File: src/rtl/core/pbag_pkg.sv
`timescale 1ns / 1ps
// shared types and constants for the padded blit address generator
// no dependencies

package pbag_pkg;

  localparam int unsigned MaxDim  = 4096;
  localparam int unsigned CntW    = $clog2(MaxDim);
  localparam int unsigned DimW    = 13;
  localparam int unsigned PlaceW  = 12;
  localparam int unsigned CoordW  = ((CntW > DimW) ? CntW : DimW) + 1;
  localparam int unsigned PixW    = 32;
  localparam int unsigned IdxW    = 24;
  localparam int unsigned ProdW   = CoordW + DimW;

  localparam int unsigned CfgIdxW  = 3;
  localparam int unsigned CfgDataW = 13;

  localparam logic [CfgIdxW-1:0] RegDstWidth  = 3'd0;
  localparam logic [CfgIdxW-1:0] RegDstHeight = 3'd1;
  localparam logic [CfgIdxW-1:0] RegPlaceX    = 3'd2;
  localparam logic [CfgIdxW-1:0] RegPlaceY    = 3'd3;
  localparam logic [CfgIdxW-1:0] RegSrcWidth  = 3'd4;
  localparam logic [CfgIdxW-1:0] RegSrcHeight = 3'd5;

  // write slots of one pixel, in issue order
  localparam int unsigned NumWr   = 9;
  localparam int unsigned WrMain  = 0;
  localparam int unsigned WrTop   = 1;
  localparam int unsigned WrBot   = 2;
  localparam int unsigned WrLeft  = 3;
  localparam int unsigned WrRight = 4;
  localparam int unsigned WrTl    = 5;
  localparam int unsigned WrTr    = 6;
  localparam int unsigned WrBl    = 7;
  localparam int unsigned WrBr    = 8;

  localparam logic [NumWr-1:0] ColLeftSel =
      (NumWr'(1) << WrLeft) | (NumWr'(1) << WrTl) | (NumWr'(1) << WrBl);
  localparam logic [NumWr-1:0] ColRightSel =
      (NumWr'(1) << WrRight) | (NumWr'(1) << WrTr) | (NumWr'(1) << WrBr);
  localparam logic [NumWr-1:0] RowTopSel =
      (NumWr'(1) << WrTop) | (NumWr'(1) << WrTl) | (NumWr'(1) << WrTr);
  localparam logic [NumWr-1:0] RowBotSel =
      (NumWr'(1) << WrBot) | (NumWr'(1) << WrBl) | (NumWr'(1) << WrBr);

  localparam int unsigned QDepth = 4;
  localparam int unsigned QPtrW  = $clog2(QDepth);
  localparam int unsigned QCntW  = $clog2(QDepth + 1);

  typedef struct packed {
    logic [DimW-1:0]   dst_width;
    logic [DimW-1:0]   dst_height;
    logic [PlaceW-1:0] place_x;
    logic [PlaceW-1:0] place_y;
    logic [DimW-1:0]   src_width;
    logic [DimW-1:0]   src_height;
  } pbag_cfg_t;

  typedef struct packed {
    logic [CoordW-1:0] left_col;
    logic [CoordW-1:0] right_col;
    logic [CoordW-1:0] top_row;
    logic [CoordW-1:0] bot_row;
    logic [DimW-1:0]   dst_width;
    logic [DimW-1:0]   dst_height;
  } pbag_geom_t;

  typedef struct packed {
    logic [PixW-1:0]   pixel;
    logic [CoordW-1:0] col;
    logic [CoordW-1:0] row;
    logic [NumWr-1:0]  mask;
    logic              fit;
    logic              done;
  } pbag_entry_t;

  function automatic logic [DimW-1:0] clamp_size(input logic [DimW-1:0] v);
    logic [DimW-1:0] r;
    r = v;
    if (v == '0) begin
      r = DimW'(1);
    end else if (32'(v) > MaxDim) begin
      r = DimW'(MaxDim);
    end
    return r;
  endfunction

endpackage

File: src/rtl/core/padded_blit_address_gen_core.sv
`timescale 1ns / 1ps
// top level of the padded blit address generator: configuration registers,
// front end, transaction queue and back end; depends on pbag_pkg and submodules
//
// usage:
//   source pixels enter in raster order on in_valid_i / in_ready_o / pixel_i.
//   each pixel yields one to nine write transactions on out_valid_o /
//   out_ready_i: main write, then top, bottom, left, right padding and the
//   four corners where they apply; last_o marks the final one of a pixel and
//   image_done_o flags every transaction of the final source pixel.
//   configuration is written through cfg_we_i / cfg_index_i / cfg_data_i
//   while the block is idle, one register per cycle.
//   an accepted pixel goes into the queue; each transaction then passes the
//   stage-one and output registers. throughput: one transaction per cycle
//   while out_ready_i holds, set by the back end issuing one write slot per
//   cycle, so interior pixels sustain one pixel per cycle; edge pixels take longer.
//   a four-entry queue decouples the input from the back end: in_ready_o
//   drops only when the queue is full, which happens when the receiver
//   stalls or edge pixels back up. reset empties the queue and pipeline,
//   returns the source position to the top-left pixel and loads register
//   defaults (sizes 1, placement 0).

module padded_blit_address_gen_core (
  input  logic                         clk_i,
  input  logic                         rst_ni,
  input  logic                         cfg_we_i,
  input  logic [pbag_pkg::CfgIdxW-1:0]  cfg_index_i,
  input  logic [pbag_pkg::CfgDataW-1:0] cfg_data_i,
  input  logic                         in_valid_i,
  output logic                         in_ready_o,
  input  logic [31:0]                  pixel_i,
  output logic                         out_valid_o,
  input  logic                         out_ready_i,
  output logic [23:0]                  dest_index_o,
  output logic [31:0]                  color_o,
  output logic                         write_enable_o,
  output logic                         fit_error_o,
  output logic                         last_o,
  output logic                         image_done_o
);
  import pbag_pkg::*;

  pbag_cfg_t   cfg_q, cfg_d;
  pbag_geom_t  geom;
  pbag_entry_t entry, head;
  logic        accept, q_full, q_valid, pop;

  always_comb begin
    cfg_d = cfg_q;
    if (cfg_we_i) begin
      case (cfg_index_i)
        RegDstWidth:  cfg_d.dst_width  = cfg_data_i[DimW-1:0];
        RegDstHeight: cfg_d.dst_height = cfg_data_i[DimW-1:0];
        RegPlaceX:    cfg_d.place_x    = cfg_data_i[PlaceW-1:0];
        RegPlaceY:    cfg_d.place_y    = cfg_data_i[PlaceW-1:0];
        RegSrcWidth:  cfg_d.src_width  = cfg_data_i[DimW-1:0];
        RegSrcHeight: cfg_d.src_height = cfg_data_i[DimW-1:0];
        default:      cfg_d = cfg_q;
      endcase
    end
  end

  always_ff @(posedge clk_i or negedge rst_ni) begin
    if (!rst_ni) begin
      cfg_q.dst_width  <= DimW'(1);
      cfg_q.dst_height <= DimW'(1);
      cfg_q.place_x    <= '0;
      cfg_q.place_y    <= '0;
      cfg_q.src_width  <= DimW'(1);
      cfg_q.src_height <= DimW'(1);
    end else begin
      cfg_q <= cfg_d;
    end
  end

  assign in_ready_o = !q_full;
  assign accept     = in_valid_i && !q_full;

  pbag_front u_front (
    .clk_i    (clk_i),
    .rst_ni   (rst_ni),
    .cfg_i    (cfg_q),
    .accept_i (accept),
    .pixel_i  (pixel_i),
    .entry_o  (entry),
    .geom_o   (geom)
  );

  pbag_queue u_queue (
    .clk_i       (clk_i),
    .rst_ni      (rst_ni),
    .push_i      (accept),
    .push_data_i (entry),
    .full_o      (q_full),
    .pop_i       (pop),
    .valid_o     (q_valid),
    .head_o      (head)
  );

  pbag_back u_back (
    .clk_i          (clk_i),
    .rst_ni         (rst_ni),
    .geom_i         (geom),
    .head_valid_i   (q_valid),
    .head_i         (head),
    .pop_o          (pop),
    .out_valid_o    (out_valid_o),
    .out_ready_i    (out_ready_i),
    .dest_index_o   (dest_index_o),
    .color_o        (color_o),
    .write_enable_o (write_enable_o),
    .fit_error_o    (fit_error_o),
    .last_o         (last_o),
    .image_done_o   (image_done_o)
  );

endmodule

File: src/rtl/core/pbag_front.sv
`timescale 1ns / 1ps
// front end: source position counters and per-pixel write classification
// depends on pbag_pkg

module pbag_front (
  input  logic                 clk_i,
  input  logic                 rst_ni,
  input  pbag_pkg::pbag_cfg_t  cfg_i,
  input  logic                 accept_i,
  input  logic [31:0]          pixel_i,
  output pbag_pkg::pbag_entry_t entry_o,
  output pbag_pkg::pbag_geom_t geom_o
);
  import pbag_pkg::*;

  logic [CntW-1:0]   col_q, col_d;
  logic [CntW-1:0]   row_q, row_d;
  logic [DimW-1:0]   sw, sh;
  logic [CoordW-1:0] end_x, end_y;
  logic              fit, top, left, right, bottom;
  logic              first_col, first_row, last_col, last_row;
  logic [NumWr-1:0]  mask;

  assign sw    = clamp_size(cfg_i.src_width);
  assign sh    = clamp_size(cfg_i.src_height);
  assign end_x = CoordW'(cfg_i.place_x) + CoordW'(sw);
  assign end_y = CoordW'(cfg_i.place_y) + CoordW'(sh);

  assign fit    = (end_x > CoordW'(cfg_i.dst_width)) || (end_y > CoordW'(cfg_i.dst_height));
  assign top    = cfg_i.place_y != '0;
  assign left   = cfg_i.place_x != '0;
  assign right  = end_x < CoordW'(cfg_i.dst_width);
  assign bottom = end_y < CoordW'(cfg_i.dst_height);

  assign first_col = col_q == '0;
  assign first_row = row_q == '0;
  assign last_col  = (CoordW'(col_q) + CoordW'(1)) >= CoordW'(sw);
  assign last_row  = (CoordW'(row_q) + CoordW'(1)) >= CoordW'(sh);

  always_comb begin
    mask          = '0;
    mask[WrMain]  = 1'b1;
    mask[WrTop]   = top && first_row;
    mask[WrBot]   = bottom && last_row;
    mask[WrLeft]  = left && first_col;
    mask[WrRight] = right && last_col;
    mask[WrTl]    = top && left && first_row && first_col;
    mask[WrTr]    = top && right && first_row && last_col;
    mask[WrBl]    = bottom && left && last_row && first_col;
    mask[WrBr]    = bottom && right && last_row && last_col;
  end

  always_comb begin
    entry_o.pixel = pixel_i;
    entry_o.col   = CoordW'(cfg_i.place_x) + CoordW'(col_q);
    entry_o.row   = CoordW'(cfg_i.place_y) + CoordW'(row_q);
    entry_o.mask  = mask;
    entry_o.fit   = fit;
    entry_o.done  = last_col && last_row;
  end

  always_comb begin
    geom_o.left_col   = CoordW'(cfg_i.place_x) - CoordW'(1);
    geom_o.right_col  = end_x;
    geom_o.top_row    = CoordW'(cfg_i.place_y) - CoordW'(1);
    geom_o.bot_row    = end_y;
    geom_o.dst_width  = cfg_i.dst_width;
    geom_o.dst_height = cfg_i.dst_height;
  end

  always_comb begin
    col_d = col_q;
    row_d = row_q;
    if (accept_i) begin
      if (last_col) begin
        col_d = '0;
        row_d = last_row ? '0 : row_q + CntW'(1);
      end else begin
        col_d = col_q + CntW'(1);
      end
    end
  end

  always_ff @(posedge clk_i or negedge rst_ni) begin
    if (!rst_ni) begin
      col_q <= '0;
      row_q <= '0;
    end else begin
      col_q <= col_d;
      row_q <= row_d;
    end
  end

  a_done_wraps: assert property (@(posedge clk_i) disable iff (!rst_ni)
      (accept_i && entry_o.done) |=> (col_q == '0 && row_q == '0))
    else $error("counters not cleared after final pixel");

endmodule

File: src/rtl/core/pbag_queue.sv
`timescale 1ns / 1ps
// short transaction queue between the front end and the write issue back end
// depends on pbag_pkg

module pbag_queue (
  input  logic                  clk_i,
  input  logic                  rst_ni,
  input  logic                  push_i,
  input  pbag_pkg::pbag_entry_t push_data_i,
  output logic                  full_o,
  input  logic                  pop_i,
  output logic                  valid_o,
  output pbag_pkg::pbag_entry_t head_o
);
  import pbag_pkg::*;

  pbag_entry_t       mem_q [QDepth];
  logic [QPtrW-1:0]  wr_ptr_q, wr_ptr_d;
  logic [QPtrW-1:0]  rd_ptr_q, rd_ptr_d;
  logic [QCntW-1:0]  count_q, count_d;

  assign full_o  = count_q == QCntW'(QDepth);
  assign valid_o = count_q != '0;
  assign head_o  = mem_q[rd_ptr_q];

  always_comb begin
    wr_ptr_d = wr_ptr_q;
    rd_ptr_d = rd_ptr_q;
    count_d  = count_q;
    if (push_i) begin
      wr_ptr_d = wr_ptr_q + QPtrW'(1);
    end
    if (pop_i) begin
      rd_ptr_d = rd_ptr_q + QPtrW'(1);
    end
    if (push_i && !pop_i) begin
      count_d = count_q + QCntW'(1);
    end else if (pop_i && !push_i) begin
      count_d = count_q - QCntW'(1);
    end
  end

  always_ff @(posedge clk_i) begin
    if (push_i) begin
      mem_q[wr_ptr_q] <= push_data_i;
    end
  end

  always_ff @(posedge clk_i or negedge rst_ni) begin
    if (!rst_ni) begin
      wr_ptr_q <= '0;
      rd_ptr_q <= '0;
      count_q  <= '0;
    end else begin
      wr_ptr_q <= wr_ptr_d;
      rd_ptr_q <= rd_ptr_d;
      count_q  <= count_d;
    end
  end

  a_no_overflow: assert property (@(posedge clk_i) disable iff (!rst_ni)
      !(push_i && full_o) && !(pop_i && !valid_o))
    else $error("queue overflow or underflow");

endmodule

File: src/rtl/core/pbag_back.sv
`timescale 1ns / 1ps
// back end: walks the write slots of the head transaction, one write per cycle
// unless the output stalls, then forms the linear index into the output register; depends on pbag_pkg

module pbag_back (
  input  logic                  clk_i,
  input  logic                  rst_ni,
  input  pbag_pkg::pbag_geom_t  geom_i,
  input  logic                  head_valid_i,
  input  pbag_pkg::pbag_entry_t head_i,
  output logic                  pop_o,
  output logic                  out_valid_o,
  input  logic                  out_ready_i,
  output logic [23:0]           dest_index_o,
  output logic [31:0]           color_o,
  output logic                  write_enable_o,
  output logic                  fit_error_o,
  output logic                  last_o,
  output logic                  image_done_o
);
  import pbag_pkg::*;

  logic              started_q, started_d;
  logic [NumWr-1:0]  rem_q, rem_d;
  logic [NumWr-1:0]  remaining, pick, rest;
  logic              issue, s1_ready, s2_load;
  logic [CoordW-1:0] sel_col, sel_row;

  logic              s1_valid_q, s1_valid_d;
  logic [CoordW-1:0] s1_col_q, s1_row_q;
  logic              s1_we_q, s1_fit_q, s1_last_q, s1_done_q;
  logic [PixW-1:0]   s1_pixel_q;

  logic              o_valid_q, o_valid_d;
  logic [IdxW-1:0]   o_index_q;
  logic [PixW-1:0]   o_pixel_q;
  logic              o_we_q, o_fit_q, o_last_q, o_done_q;
  logic [ProdW-1:0]  lin;

  assign remaining = started_q ? rem_q : head_i.mask;
  assign pick      = remaining & (~remaining + NumWr'(1));
  assign rest      = remaining & ~pick;

  assign s2_load  = !o_valid_q || out_ready_i;
  assign s1_ready = !s1_valid_q || s2_load;
  assign issue    = head_valid_i && s1_ready;
  assign pop_o    = issue && (rest == '0);

  always_comb begin
    if ((pick & ColLeftSel) != '0) begin
      sel_col = geom_i.left_col;
    end else if ((pick & ColRightSel) != '0) begin
      sel_col = geom_i.right_col;
    end else begin
      sel_col = head_i.col;
    end
    if ((pick & RowTopSel) != '0) begin
      sel_row = geom_i.top_row;
    end else if ((pick & RowBotSel) != '0) begin
      sel_row = geom_i.bot_row;
    end else begin
      sel_row = head_i.row;
    end
  end

  always_comb begin
    started_d = started_q;
    rem_d     = rem_q;
    if (issue) begin
      started_d = rest != '0;
      rem_d     = rest;
    end
  end

  assign s1_valid_d = issue || (s1_valid_q && !s2_load);

  always_ff @(posedge clk_i) begin
    if (issue) begin
      s1_col_q   <= sel_col;
      s1_row_q   <= sel_row;
      s1_we_q    <= (sel_col < CoordW'(geom_i.dst_width)) &&
                    (sel_row < CoordW'(geom_i.dst_height));
      s1_pixel_q <= head_i.pixel;
      s1_fit_q   <= head_i.fit;
      s1_last_q  <= rest == '0;
      s1_done_q  <= head_i.done;
    end
  end

  assign lin = ProdW'(s1_row_q) * ProdW'(geom_i.dst_width) + ProdW'(s1_col_q);

  assign o_valid_d = (s1_valid_q && s2_load) || (o_valid_q && !out_ready_i);

  always_ff @(posedge clk_i) begin
    if (s1_valid_q && s2_load) begin
      o_index_q <= s1_we_q ? lin[IdxW-1:0] : '0;
      o_pixel_q <= s1_pixel_q;
      o_we_q    <= s1_we_q;
      o_fit_q   <= s1_fit_q;
      o_last_q  <= s1_last_q;
      o_done_q  <= s1_done_q;
    end
  end

  always_ff @(posedge clk_i or negedge rst_ni) begin
    if (!rst_ni) begin
      started_q  <= 1'b0;
      rem_q      <= '0;
      s1_valid_q <= 1'b0;
      o_valid_q  <= 1'b0;
    end else begin
      started_q  <= started_d;
      rem_q      <= rem_d;
      s1_valid_q <= s1_valid_d;
      o_valid_q  <= o_valid_d;
    end
  end

  assign out_valid_o    = o_valid_q;
  assign dest_index_o   = o_index_q;
  assign color_o        = o_pixel_q;
  assign write_enable_o = o_we_q;
  assign fit_error_o    = o_fit_q;
  assign last_o         = o_last_q;
  assign image_done_o   = o_done_q;

  a_main_first: assert property (@(posedge clk_i) disable iff (!rst_ni)
      (head_valid_i && !started_q) |-> head_i.mask[WrMain])
    else $error("fresh transaction without main write");

  a_partial_held: assert property (@(posedge clk_i) disable iff (!rst_ni)
      started_q |-> head_valid_i)
    else $error("partly issued transaction left the queue");

  a_suppressed_zero: assert property (@(posedge clk_i) disable iff (!rst_ni)
      (out_valid_o && !write_enable_o) |-> (dest_index_o == '0))
    else $error("suppressed write with nonzero index");

endmodule

File: config.mk
export PLATFORM = sky130hd
export DESIGN_NAME = padded_blit_address_gen_core
export DESIGN_NICKNAME = d
export VERILOG_FILES = /design/src/rtl/core/pbag_pkg.sv /design/src/rtl/core/padded_blit_address_gen_core.sv /design/src/rtl/core/pbag_front.sv /design/src/rtl/core/pbag_queue.sv /design/src/rtl/core/pbag_back.sv
export SDC_FILE = /design/constraint.sdc
export NUM_CORES = 1
export LEC_CHECK = 0
export ABC_AREA = 1
export BUFFER_PORTS_ARGS = -buffer_cell sky130_fd_sc_hd__buf_2
export CAP_MARGIN = 5
export CORE_ASPECT_RATIO = 0.5
export CORE_MARGIN = 2
export CORE_UTILIZATION = 36
export DETAILED_ROUTE_END_ITERATION = 12
export GPL_TIMING_DRIVEN = 0
export SLEW_MARGIN = 20
export SYNTH_ARGS = -nofsm -noshare
export SYNTH_HDL_FRONTEND = slang
export SYNTH_SLANG_ARGS = --single-unit
File: constraint.sdc
create_clock -name clk_i -period 17.63 [get_ports clk_i]
set_input_delay 0 -clock clk_i [delete_from_list [all_inputs] [get_ports clk_i]]
set_output_delay 0 -clock clk_i [all_outputs]
set_load 0.02 [all_outputs]
# == Word-level counts from Yosys, hierarchy flattened ==
# Memories as Yosys holds them, arrays and structs flattened.
# Index checks and enable logic that the tools add are counted.
# word_totals
reg_bits,243
ram_bits,272
inputBits,53
out_inout_bits,62
elab_cells,141
mem_count,1
# classes
addsub,16
multipliers,1
n_lt_le_gt_ge,10
n_eq_ne,6
n_mux,15
n_bitwise,4
reduce_logical,60
# memory_table
name,words,width,rd,rd_clocked_by_memory_dff,write_ports,line_no,source
u_queue.mem_q,4,68,1,0,1,pbag_queue.sv:17,pbag_entry_t mem_q [QDepth];
# op_table
operator,count
$lt 14x13->1,4
$mux 14,4
$mux 13,4
$reduce_bool 9->1,5
$add 12x13->14,2
$ge 14x13->1,2
$gt 14x13->1,2
$add 12x1->13 const B,2
$add 12x12->13,2
$gt 13x13->1 const B,2
$logic_and 1x1->1,26
$logic_not 13->1,2
$sub 12x1->13 const B,2
$add 12x1->12 const B,2
$add 24x14->24,1
$logic_not 12->1,2
$mul 14x13->24,1
$mux 12,2
$reduce_bool 12->1,2
$and 9x9->9,2
$not 9->9,2
$reduce_and 2->1,7
$add 9x1->9 const B,1
$eq 3x3->1 const B,3
other kinds (14),28

# == Logic depth before layout (Yosys ltp) ==
# An unclocked memory read counts as a cell.
# depth
ltp_word,12
ltp_mapped,29
mapped_depth_nobuf,28

# == By module ==
# Synthesis repeated with hierarchy kept, for this count alone.
# hier_totals
cells_unflattened,3538
area_unflattened_um2,33788.7
# by_module_without_submodules
module,n_inst,cells_each,area_per_inst_um2,seq_area_each_um2
pbag_queue,1,877,12298.0,8703.3
pbag_back,1,1356,12187.9,3998.8
pbag_front,1,959,6222.2,600.6
padded_blit_address_gen_core,1,346,3080.5,1906.8

# == Least setup slack after synthesis ==
# Ideal clock, no wire load.
# synth_path
path_type,reg-to-reg
from,register cfg_q[65] in the netlist's numbering
to,register u_back.o_index_q[23] (netlist: u_back.dest_index_o[23]) (data pin)
setup_time_ps,253
arrival_ps,5636
required_ps,17377
path_slack_ps,11741
path_stages_with_launch,30
period_less_slack_ps,5889
path_cell_list,dfrtp_1 > clkbuf_1 > clkbuf_1 > nand2_1 > inv_1 > fa_1 > inv_1 > fa_1 > inv_1 > fa_1 > inv_1 > fa_1 > inv_1 > fa_1 > inv_1 > fa_1 > inv_1 > ha_1 > nand2_1 > nor3_1 > a21oi_1 > o21ai_1 > a21oi_1 > o21a_1 > o21bai_1 > nand3_1 > nand2_1 > nand2_1 > nand2_1 > nor2_1
# synth_between
elab_chain_len,2
# synth_lines
element,line_no,source
start: declaration,padded_blit_address_gen_core.sv:43,"pbag_cfg_t cfg_q, cfg_d;"
start signal: assignment,padded_blit_address_gen_core.sv:72,cfg_q <= cfg_d;
$mul 14x13->24,pbag_back.sv:90,assign lin = ProdW'(s1_row_q) * ProdW'(geom_i.dst_width) + ProdW'(s1_col_q);
$add 24x14->24,pbag_back.sv:90,
end signal: assignment,pbag_back.sv:96,o_index_q <= s1_we_q ? lin[IdxW-1:0] : '0;
end: declaration,pbag_back.sv:35,logic [IdxW-1:0] o_index_q;
# No other way between the ends.
# A chain may end at the register's enable or synchronous reset.

# == Final worst setup path ==
# layout_path
from,register cfg_q[64] in the netlist's numbering
to,register u_back.o_index_q[23] (netlist: u_back.dest_index_o[23]) (data pin)
# The elaborated chain is that of the path after synthesis.

==> summary.txt <==
Clocking
  • Post_cts resized: 0
  • Setup Fix Bufs, Post-CTS: 0
  • Clock Latency Late Sink: 0.64 ns
  • # hold bufs at CTS: 59
  • Clk pin slew, worst setup/hold paths: 0.07 ns
  • Clock buffer depth: 3
  • Htree depth: 2
  • CTS root buf: clkbuf_16
  • Num CTS Buffers: 50
  • TritonCTS clock tree: yes
  • CTS Sinks: 514

Timing
  • Finish-stage setup viols: 0
  • Total negative slack: 0 ns
  • RSZ-0062 raised after global routing: false
  • Fmax: 148.6 MHz
  • Final Max Slew Viols: 0
  • Hold Vio Cnt, Final: 0
  • Slew HR: 42.22%
  • Clk_skew: 0.06793 ns
  • Final min period: 6.727 ns
  • Slew of the pin with the lowest slew margin: 0.8667 ns
  • Final worst-path cycle share: 38.16%

Cells and area
  • Final net count: 3746
  • Fill cells: 8110
  • Commonest non-fill, non-tap cells in the layout: nand2_1, inv_1, edfxtp_1
  • Commonest non-fill, non-tap cell in the layout: nand2_1
  • Syn-to-layout area delta: 15.49%
  • Final core utilization: 42.07%
  • Layout cells sized above 1: 8.661%

Setup path
  • CP max-delay cell: fa_1
  • Setup crit end kind: register
  • Most used cell, CP: inv_1
  • Crit path max fanout: 10
  • CP max stage delay: 0.56 ns
  • Critical path data arrival time: 7.13 ns
  • Worst EP required: 18.04 ns
  • Crit Path Category: register to register
  • Critical path launch point type: register
  • Reg2Reg Depth: 29

GRT
  • Largest net degree at the start of global routing: 59
  • Via count of the first global-routing pass: 22640
  • GR peak layer: met2
  • Remaining Overflow, GRT: 0
  • GRT Resource Usage Total: 19.10%
  • Initial antenna violation count: 2
  • Met1 Use GR: 26.85%
  • First-pass GRT wire length: 130300 µm
  • Met3 Usage GRT: 2.903%
  • Met2 usage: 31.28%

Logic synthesis
  • Cell count after synthesis: 3098
  • Syn nets: 3503
  • Post-synth EDFFs: 396
  • Netlist cell types: 55
  • Seq cells post-synth: 514
  • Post-Syn Area: 0.03063 mm²
  • Synth warn: 0
  • Asr flop ratio synth: 22.96%
  • Syn avg cell area: 9.886 µm²
  • Main synth FF type: edfxtp_1
  • Sequential element share of the synthesized area: 48.48%

Floorplan
  • Total Die Area: 0.08757 mm²
  • Starting Density: 36.43%
  • # rows: 75
  • Die Height: 210.3 µm
  • Die W: 416.5 µm
  • IO Count: 115
  • Core area: 0.08408 mm²

Place
  • PortBufs: 114
  • Routability cong.: 0.9460
  • Hpwl dp: 61770 µm

Flow run
  • Maxcap violations: 0

Hold path
  • Tightest Hold Check Type: primary input to register
  • WHS Path Cells: 3

Routing
  • DR DRC count: 0
  • DR pass1 iterations: 6
  • DR iter-0 viols: 1945
  • Mean routed wirelength per cell: 18.50 µm
  • DR vias/cell: 5.019
  • Vias: 22600
  • Routed wire length: 83300 µm
  • Post-route antenna net violation count: 0

Status
  • Status: finished, final reports clean
## registers in the layout (all words and copies together), names as in the netlist, 2 cells and up
signal	count
u_queue.count_q	3
u_queue.rd_ptr_q	2
u_front.col_q	12
u_back.s1_pixel_q	32
u_back.s1_row_q	14
u_back.s1_col_q	14
u_back.rem_q	8
u_back.color_o	32
u_queue.wr_ptr_q	2
cfg_q	76
u_front.row_q	12
u_back.dest_index_o	24
u_queue.mem_q	272
## critical path: cells and delay by family (launching register included)
kind	cells	cell delay, ns
adders and majority gates	7	3.37
AOI/OAI and AO/OA	5	1.08
buffers and inverters	9	0.94
and+or+nand+nor	8	0.72
DFF	1	0.36
## path summary, 6_finish.rpt
check                                      start                       to  slack [ns]
max                                    cfg_q[64]  u_back.dest_index_o[23]       10.90
min                                   in_valid_i      u_queue.wr_ptr_q[0]        0.05
max reg2reg                            cfg_q[64]  u_back.dest_index_o[23]       10.90
min reg2reg                u_back.s1_pixel_q[28]       u_back.color_o[28]        0.41
max in group asynchronous                 rst_ni                cfg_q[63]       16.77
min in group asynchronous                 rst_ni                cfg_q[50]        0.44
## logic make-up after synthesis
family,after synthesis,share of synthesized area (%)
buffers and inverters,643,8.044
AO/OA/AOI/OAI,551,9.964
XOR/XNOR,84,2.402
adder cells (fa/ha/maj),352,17.93
flip-flops,514,48.48
AND/OR/NAND/NOR,954,13.17
## routing by layer
layer / vias to the layer above / routed length (µm)
met1: 11110 / 38850
met3: 107 / 4847
met5: - / 0
li1: 10730 / -
met4: 0 / 1617
met2: 660 / 37990
## synth_stat cells, types with 23 or more instances
cell      count  area share [%]
nand3_1      78             1.3
a21oi_1     119             1.9
edfxtp_1    396              39
nor2_1      248             3.0
dfrtp_1     114             9.3
fa_1        145             9.5
ha_1        207             8.5
o21ai_1      23            0.38
clkbuf_1     88             1.1
o22ai_1      50             1.0
inv_1       522             6.4
o21ai_0     280             4.6
xor2_1       63             1.8
nand2_1     536             6.6
## through the flow
step	area, µm²	setup slack, ns	hold WS, ns	instances
after CTS	35360	10.89	0.03635	4499
after global routing	35370	10.44	0.08105	4501
after floorplan	30630	11.74	-0.2956	3098
after detailed placement	33090	10.90	0.05154	4346
after global placement	32600	10.64	0.2131	4328
final	35370	10.90	0.05478	4503
## cell type report
cell class / instances / area [µm²] / share of cell area (%)
Multi-Input combinational cell: 1941 / 13360 / 37.76
Inverter: 533 / 2003 / 5.663
Buffer: 110 / 462.9 / 1.309
Timing Repair Buffer: 191 / 1628 / 4.602
Sequential cell: 514 / 14850 / 41.98
Clock buffer: 68 / 1370 / 3.873
Clock inverter: 26 / 297.8 / 0.8418
Antenna cell: 4 / 10.01 / 0.02830
Tap cell: 1116 / 1396 / 3.947
Power is not shown: default switching activity piles up to over one toggle a cycle in this logic, so the estimate is an artifact.
